## config.mk

```make
export PLATFORM = sky130hd
export DESIGN_NAME = srs_cell
export DESIGN_NICKNAME = d
export VERILOG_FILES = /design/src/hw/rtl/srs_pkg.sv /design/src/hw/rtl/srs_cell.sv
export SDC_FILE = /design/constraint.sdc
export NUM_CORES = 1
export LEC_CHECK = 0
export ABC_AREA = 0
export BUFFER_PORTS_ARGS = -buffer_cell sky130_fd_sc_hd__clkbuf_2
export CORE_ASPECT_RATIO = 1.25
export CORE_MARGIN = 8
export CORE_UTILIZATION = 30
export DETAILED_ROUTE_END_ITERATION = 10
export SYNTH_ARGS = -nofsm -noshare
export SYNTH_HDL_FRONTEND = slang
export SYNTH_SLANG_ARGS = --single-unit
```

## constraint.sdc

```tcl
create_clock -name clk -period 2.28 [get_ports clk]
set_input_delay 0.228 -clock clk [delete_from_list [all_inputs] [get_ports clk]]
set_output_delay 0.228 -clock clk [all_outputs]
set_load 0.005 [all_outputs]
```

## src/hw/rtl/srs_pkg.sv

```systemverilog
// ----------------------------------------------------------------------------
// Sparse register store package
// Shared constants, codes and the search item carried along the cell row.
// ----------------------------------------------------------------------------
`default_nettype none

package srs_pkg;

	localparam int CAPACITY_DEF = 64;
	localparam int KEY_W        = 31;
	localparam int DATA_W       = 32;

	localparam logic OP_READ  = 1'b0;
	localparam logic OP_WRITE = 1'b1;

	typedef enum logic [1:0] {
		STATUS_OK   = 2'd0,
		STATUS_NEG  = 2'd1,
		STATUS_FULL = 2'd2
	} status_t;

	typedef struct packed {
		logic              valid;
		logic              op;
		logic              neg;
		logic              alloc_req;
		logic              found;
		logic              alloc_done;
		logic [KEY_W-1:0]  key;
		logic [DATA_W-1:0] val;
		logic [DATA_W-1:0] rdata;
	} srs_tok_t;

endpackage

`default_nettype wire

```

## src/hw/rtl/srs_cell.sv

```systemverilog
// ----------------------------------------------------------------------------
// Sparse register store cell
// Holds one entry, matches or allocates as the item passes, hands it on.
// ----------------------------------------------------------------------------
`default_nettype none

module srs_cell
	import srs_pkg::*;
#(
	parameter int CAPACITY = CAPACITY_DEF,
	parameter int INDEX    = 0
) (
	input  logic                          clk,
	input  logic                          arst_n,
	input  logic [$clog2(CAPACITY+1)-1:0] used,
	input  srs_tok_t                      tok_in,
	output srs_tok_t                      tok_out
);

	localparam int UW = $clog2(CAPACITY + 1);

	logic [KEY_W-1:0]  key_q;
	logic [DATA_W-1:0] data_q;
	srs_tok_t          tok_q;
	srs_tok_t          tok_d;
	logic              in_use;
	logic              hit;
	logic              alloc;

	assign in_use = UW'(INDEX) < used;
	assign hit    = tok_in.valid && !tok_in.neg && !tok_in.found && in_use
	                && (key_q == tok_in.key);
	assign alloc  = tok_in.valid && tok_in.alloc_req && !tok_in.found
	                && !tok_in.alloc_done && (UW'(INDEX) == used);

	always_comb begin
		tok_d            = tok_in;
		tok_d.found      = tok_in.found || hit;
		tok_d.alloc_done = tok_in.alloc_done || alloc;
		if (hit && tok_in.op == OP_READ) begin
			tok_d.rdata = data_q;
		end
	end

	always_ff @(posedge clk or negedge arst_n) begin
		if (!arst_n) begin
			key_q  <= '0;
			data_q <= '0;
			tok_q  <= '0;
		end else begin
			if (alloc) begin
				key_q  <= tok_in.key;
				data_q <= tok_in.val;
			end else if (hit && tok_in.op == OP_WRITE) begin
				data_q <= tok_in.val;
			end
			tok_q <= tok_d;
		end
	end

	assign tok_out = tok_q;

endmodule

`default_nettype wire
```

==> run metrics, run 1 <==
status complete, but fails checks; failing checks setup timing; power share of the combinational group ~8.0%; Achievable Freq 429 MHz; largest net degree at the start of global routing 57; Slew Limit Fails 0; Vias around 3800; WP data arrival 2620 ps; post-synthesis simple-gate area fraction under 10%; first-pass GRT wire length between 20000 and 25000 µm; GRT Overall Usage 12.5%; number of I/O port buffers 210; CP cell instances xor2_1, nor4_2, nand3_2, buf_6, nor4_4, buf_6, clkbuf_16, mux2_1; nets@finish ~750; DP HPWL 10600 µm; Adder-Cell Fraction of Synth Area 0%; worst-case clock skew 9.20 ps; Max H-tree Level 4; Worst slew margin around two thirds; syn_nets between 400 and 500; Synth area leader dfrtp_1; CTS tree built; TNS Setup -578 ps; Die X between 100 and 150 µm; Clock Sinks around 160; most used cell along the critical path buf_6; Placed Cells slightly above 800; sequential element share of the synthesized area a little over two thirds; Critical Path Start Type flop; CP max-delay cell dfrtp_1; Final Hold Vio Count 0; hold crit path type input port to flop; number of remaining DRC errors 0; standard cell core area a little under 20000 µm²; Int Power 4960 µW; total gr overflow 0; Rows 57; mapped cell area about 5900 µm²; CTS Root Buffer Type clkbuf_16; final core utilization a little under half; fraction of layout cells with a size suffix above 1 between 50% and 60%; crit path from key_q[17]$_DFFE_PN0P_; vias per cell between 4 and 5; final setup vio count 43; non-filler cells in the finished layout roughly 910; via count of the first global-routing pass roughly 4400; CTS Buf Count 17; Flop pwr share 47.6%; Area growth syn-to-layout 51.7%; Ys Warns 0; Tcrit/Tclk final 102%; worst setup path endpoint tok_out[10]$_DFF_PN0_; FF-to-FF setup slack -50 ps; clock buffer depth 2; Total Wirelength 15200 µm; Setup CP Type flop to flop; Worst Path Required roughly 2600 ps; Post-Synth XOR/XNOR Area between 4 and 5%; clock network fraction of total power around 44%; multiplexer area fraction after synthesis between 20% and 30%; Power Total roughly 6400 µW; largest family of logic cells by synthesized area multiplexers; antenna-violating nets left 0; ranking of synthesized cells by area dfrtp_1, mux2_2, mux2_4; initial DRC count just over 80; placer congestion estimate 0.733; endpoint of the lowest-slack register-to-register path tok_out[10]$_DFF_PN0_; share of the synthesized area in the top cell type between 60% and 70%; fin worst setup slack -50.8 ps; Peak VDD IR ~0.45 mV; Starting Density 30.3%; Die Height 172 µm; commonest non-fill, non-tap cell in the layout clkbuf_2; switch share a little under a quarter; reg2reg path depth 8; Slew @ Worst Pin just under 500 ps; Period minus WS final around 2300 ps; library cells used by synthesis 24; clock-pin transition on the worst setup and hold timing paths around 70 ps; syn_area_per_cell about 18 µm²; # diodes 0; CP endpoint kind flop; worst reg2reg startpoint key_q[17]$_DFFE_PN0P_; pre-CTS setup slack -181 ps; unrepaired setup endpoints after global routing true; MaxCap Viol Count 0; Sw Pwr ~1500 µW; I/O pins between 200 and 250; P per Cell Area between 700 and 800 nW/µm²; slowest stage delay, CP 390 ps; antenna violations before repair 1; complex-gate fraction of the synthesized area less than 1%; 1st-pass router iterations 4; post-DR wirelength/cell between 15 and 20 µm; Max Fanout on Critical Path 8; worst skew pair latency 420 ps; commonest non-fill, non-tap cells in the layout clkbuf_2, dfrtp_1, dlygate4sd3_1; Fillers about 1700; #FFs+latches synth roughly 160; Cells after Synth between 300 and 400; die area ~24000 µm²; leakage power around 0.0045 µW
state kept, by name, summed over array words and instances, names as in the netlist:
register,cells
key_q,31
data_q,32
tok_out,101
worst max-delay path: cells and delay by family (launching register included):
kind / cells / cell delay [ps]
flops: 1 / 390
xor+xnor: 1 / 150
simple gates: 3 / 810
buf+inv: 3 / 530
mux: 1 / 330
Yosys cell counts:
| library cell | n |
|---|---|
| inv_1 | 2 |
| dfrtp_1 | 164 |
| nand3_2 | 1 |
| xor2_1 | 31 |
| nand2b_1 | 1 |
| and4bb_2 | 1 |
| mux2_2 | 44 |
| nand2_1 | 2 |
| clkbuf_1 | 3 |
| buf_4 | 3 |
| a211oi_1 | 1 |
| nand3_1 | 1 |
| nor4_2 | 2 |
| or3b_1 | 1 |
| nor4_4 | 2 |
| buf_6 | 3 |
| o41ai_4 | 1 |
| nor2_1 | 1 |
| mux2_4 | 30 |
| nand4_1 | 2 |
| nor3_1 | 1 |
| nor4_1 | 8 |
| mux2_1 | 21 |
| o31ai_1 | 1 |
how the worst min path moves through the flow:
stage / from / endpoint / cells after the start
after floorplan: arst_n / data_q[0]$_DFFE_PN0P_ / 0
after global placement: arst_n / tok_out[36]$_DFF_PN0_ / 1
after detailed placement: arst_n / tok_out[33]$_DFF_PN0_ / 1
after CTS: tok_in[3] / tok_out[3]$_DFF_PN0_ / 2
final: tok_in[2] / tok_out[2]$_DFF_PN0_ / 2
after global routing: tok_in[1] / tok_out[1]$_DFF_PN0_ / 2
routing by layer:
metal  part of all wire [%]  track usage [%]  wire, µm
met1                     41             14.6      6170
met2                     52             20.8      7860
met3                    6.4             4.70       976
met4                    1.2             4.35       181
met5                  0.085                0        13
metrics by stage:
stage	instance area [µm²]	hold slack [ps]
2_1_floorplan	5860	-67.6
5_1_grt	8900	15.2
4_1_cts	8740	2.36
3_3_place_gp	7350	207
6_report	8900	32.4
3_5_place_dp	7350	212
final cells by class:
cell class,count,area [µm²],area share [%]
sequential,164,4100,46.1
timing repair buffer,298,2040,22.9
multi-input combinational,152,1830,20.5
clock buffer,18,439,4.94
tap,265,332,3.73
clock inverter,14,151,1.70
inverter,2,7.51,0.0844
power by group through the flow:
| stage | logic, µW | registers, µW | clock network, µW |
|---|---|---|---|
| after floorplan | 80.3 | 3120 | 0 |
| after global placement | 405 | 3100 | 0 |
| after detailed placement | 414 | 3110 | 0 |
| after CTS | 516 | 3050 | 2940 |
| after global routing | 570 | 3060 | 3080 |
| final | 514 | 3050 | 2850 |
kinds of logic (layout without fill, tap and decap cells):
family	Yosys count	in the layout
buffers and inverters	11	332
DFF	164	164
xor gates and xnor gates	31	31
AOI/OAI and AO/OA	3	3
and+or+nand+nor	23	23
muxes	95	95
timing repair:
item / CTS / global route
setup endpoints to repair: 64 / 64
buffers inserted: 2 / 1
resized for setup: 29 / 15
pin swaps: 4 / 2
gates cloned: 1 / 3
hold buffers: 67 / 0
hold endpoints to repair: 113 / 0
Power figures use the tool's default switching activity.
==> inputs of run 2 (changes only) <==
--- a/config.mk
+++ b/config.mk
@@ -10,6 +10,7 @@
 export CORE_ASPECT_RATIO = 1.25
 export CORE_MARGIN = 8
 export CORE_UTILIZATION = 30
+export CTS_BUF_LIST = sky130_fd_sc_hd__clkbuf_8
 export DETAILED_ROUTE_END_ITERATION = 10
 export SYNTH_ARGS = -nofsm -noshare
 export SYNTH_HDL_FRONTEND = slang
==> constraint.sdc (replaced) <==
create_clock -name clk -period 2.31 [get_ports clk]
set_input_delay 0.231 -clock clk [delete_from_list [all_inputs] [get_ports clk]]
set_output_delay 0.231 -clock clk [all_outputs]
set_load 0.005 [all_outputs]
==> run 2 against run 1 <==
Effect of this change:
- the flow now finishes without violations
- highest routed layer is now met4
- setup slack better by 56 ps
- combinational power up 8.0%
- non-clock buffer count up 29
- global-route usage up 0.61 points
==> run metrics, run 2 (synthesized netlist as in run 1, its figures left out) <==
standard cell core area 19300 µm² (unchanged); post-DR wirelength/cell 16.9 µm (+1.5%); number of remaining DRC errors 0 (unchanged); 1st-pass router iterations 3 (-1); Clock Sinks 164 (unchanged); reg2reg path depth 8 (unchanged); Period minus WS final about 2300 ps; worst reg2reg startpoint key_q[7]$_DFFE_PN0P_; clock-pin transition on the worst setup and hold timing paths 90 ps (+20 ps); Max Fanout on Critical Path 8 (unchanged); Slew Limit Fails 0 (unchanged); Critical Path Start Type input port; Peak VDD IR 0.324 mV (-27%); P per Cell Area 634 nW/µm² (-12%); Rows 57 (unchanged); Vias 3962 (+3.1%); final instance area 9020 µm² (+1.4%); worst hold endpoint tok_out[2]$_DFF_PN0_; Fillers 1684 (-1.3%); Tcrit/Tclk final between 90% and 100%; clock network fraction of total power 37.7% (-6.7 points); final hold slack 44.8 ps (+12.4 ps); first-pass GRT wire length 24600 µm (+4.7%); antenna violations before repair 0 (-1); FF-to-FF setup slack 60 ps (+110 ps); power share of the combinational group 9.7% (+1.7 points); Placed Cells 805 (-0.25%); # diodes 0 (unchanged); Die Height 172 µm (unchanged); number of I/O port buffers 210 (unchanged); unrepaired setup endpoints after global routing true; WP data arrival 2630 ps (about the same); commonest non-fill, non-tap cell in the layout clkbuf_2; Worst Path Required 2640 ps (+70 ps); Int Power 4430 µW (-11%); placed cell area 7330 µm² (-0.20%); leakage power 0.00455 µW (+1.2%); MaxCap Viol Count 0 (unchanged); worst-case clock skew 13.8 ps (+4.60 ps); I/O pins 211 (unchanged); via count of the first global-routing pass 4668 (+5.2%); fraction of layout cells with a size suffix above 1 53.7% (-2.5 points); Achievable Freq 434 MHz; Area growth syn-to-layout 53.8%; final setup vio count 0 (-100%); GRT Overall Usage 13.1% (+0.61 points); Flop pwr share 52.6% (+5.0 points); commonest non-fill, non-tap cells in the layout clkbuf_2, dfrtp_1, dlygate4sd3_1; placer congestion estimate 0.724 (-1.3%); Power Total 5720 µW (-11%); CTS tree built; CP endpoint kind flop; vias per cell 4.21 (about the same); Worst slew margin 65.5% (-2.2 points); nets@finish 774 (+3.9%); CTS Root Buffer Type clkbuf_8; Die X 141 µm (unchanged); hold crit path type input port to flop; clock buffer depth 2 (unchanged); final core utilization 46.7% (+0.65 points); switch share 22.6% (-0.15 points); Sw Pwr 1300 µW (-11%); largest net degree at the start of global routing 65 (+14%); endpoint of the lowest-slack register-to-register path tok_out[29]$_DFF_PN0_; antenna-violating nets left 0 (unchanged); die area 24300 µm² (unchanged); Starting Density 30.3% (unchanged); DP HPWL 10400 µm (-1.9%); Slew @ Worst Pin 517 ps (+32.3 ps); Setup CP Type input port to flop; Final Hold Vio Count 0 (unchanged); Max H-tree Level 4 (unchanged); Total Wirelength 15900 µm (+4.6%); Hold Crit Depth 2 (unchanged); initial DRC count 60 (-26%); HP Start tok_in[2]; status finished, final reports clean; max reg flops 101 (unchanged); CTS Buf Count 17 (unchanged); non-filler cells in the finished layout 941 (+3.1%); worst skew pair latency 440 ps (+20 ps); total gr overflow 0 (unchanged)
-- run 2: cell types whose count changed in the layout (fill, tap and decap cells not counted), moves of 5 or more --
cell,previous run,this run
dlygate4sd3_1,67,99
clkbuf_8,1,20
clkbuf_16,20,3
mux2_1,8,0
mux2_2,32,37
-- run 2: worst max path at each step --
stage | from | end | slack [ps] | cells past startpoint
floorplan | key_q[17]$_DFFE_PN0P_ | data_q[10]$_DFFE_PN0P_ | 200 | 6
global placement | key_q[17]$_DFFE_PN0P_ | tok_out[25]$_DFF_PN0_ | -120 | 7
detailed placement | key_q[17]$_DFFE_PN0P_ | tok_out[31]$_DFF_PN0_ | -150 | 7
CTS | key_q[7]$_DFFE_PN0P_ | tok_out[17]$_DFF_PN0_ | -20 | 8
global route | key_q[7]$_DFFE_PN0P_ | tok_out[12]$_DFF_PN0_ | -80 | 8
finish | tok_in[75] | tok_out[29]$_DFF_PN0_ | 5 | 10
-- run 2: routing by layer --
metal	global-route usage (%)	up-vias	wire length, µm
met5	0	-	0
met4	4.78	0	227
met3	4.59	16	965
met2	22.7	123	8260
met1	14.8	2018	6460
li1	-	1805	-
-- run 2: layout make-up --
| cell class | instances | area [µm²] | area share [%] |
|---|---|---|---|
| tap | 265 | 332 | 3.68 |
| inverter | 2 | 7.51 | 0.0832 |
| timing repair buffer | 327 | 2340 | 25.9 |
| multi-input combinational | 152 | 1830 | 20.3 |
| sequential | 164 | 4100 | 45.5 |
| clock inverter | 11 | 135 | 1.50 |
| clock buffer | 20 | 275 | 3.05 |
-- run 2: power groups by stage --
stage                     registers, µW  logic (µW)  clock network, µW
after floorplan                    3080        79.2                  0
after global placement             3060         397                  0
after detailed placement           3070         405                  0
after CTS                          3010         537               2250
after global routing               3020         613               2370
final                              3010         555               2160
-- run 2: critical path, cell delays in order --
cell and delay, ps:
dlygate4sd3_1 570, clkbuf_2 130, xor2_1 160, nor4_1 290, nand2_1 170, buf_4 170
nor4_4 220, buf_6 200, buf_12 150, mux2_2 330
-- run 2: timing repair --
| item | in CTS | in global routing |
|---|---|---|
| pin swaps | 7 | 4 |
| resized for setup | 12 | 34 |
| hold buffers | 96 | 3 |
| setup endpoints to repair | 64 | 64 |
| gates cloned | 1 | 3 |
| setup buffers | 2 | 1 |
| hold endpoints to repair | 148 | 3 |
-- run 2: metrics by stage --
stage	setup slack (ps)	setup TNS, ps
floorplan	200	0
global placement	-120	-3190
detailed placement	-148	-4710
CTS	-19.6	-90.5
global route	-78.6	-2400
finish	5.06	0
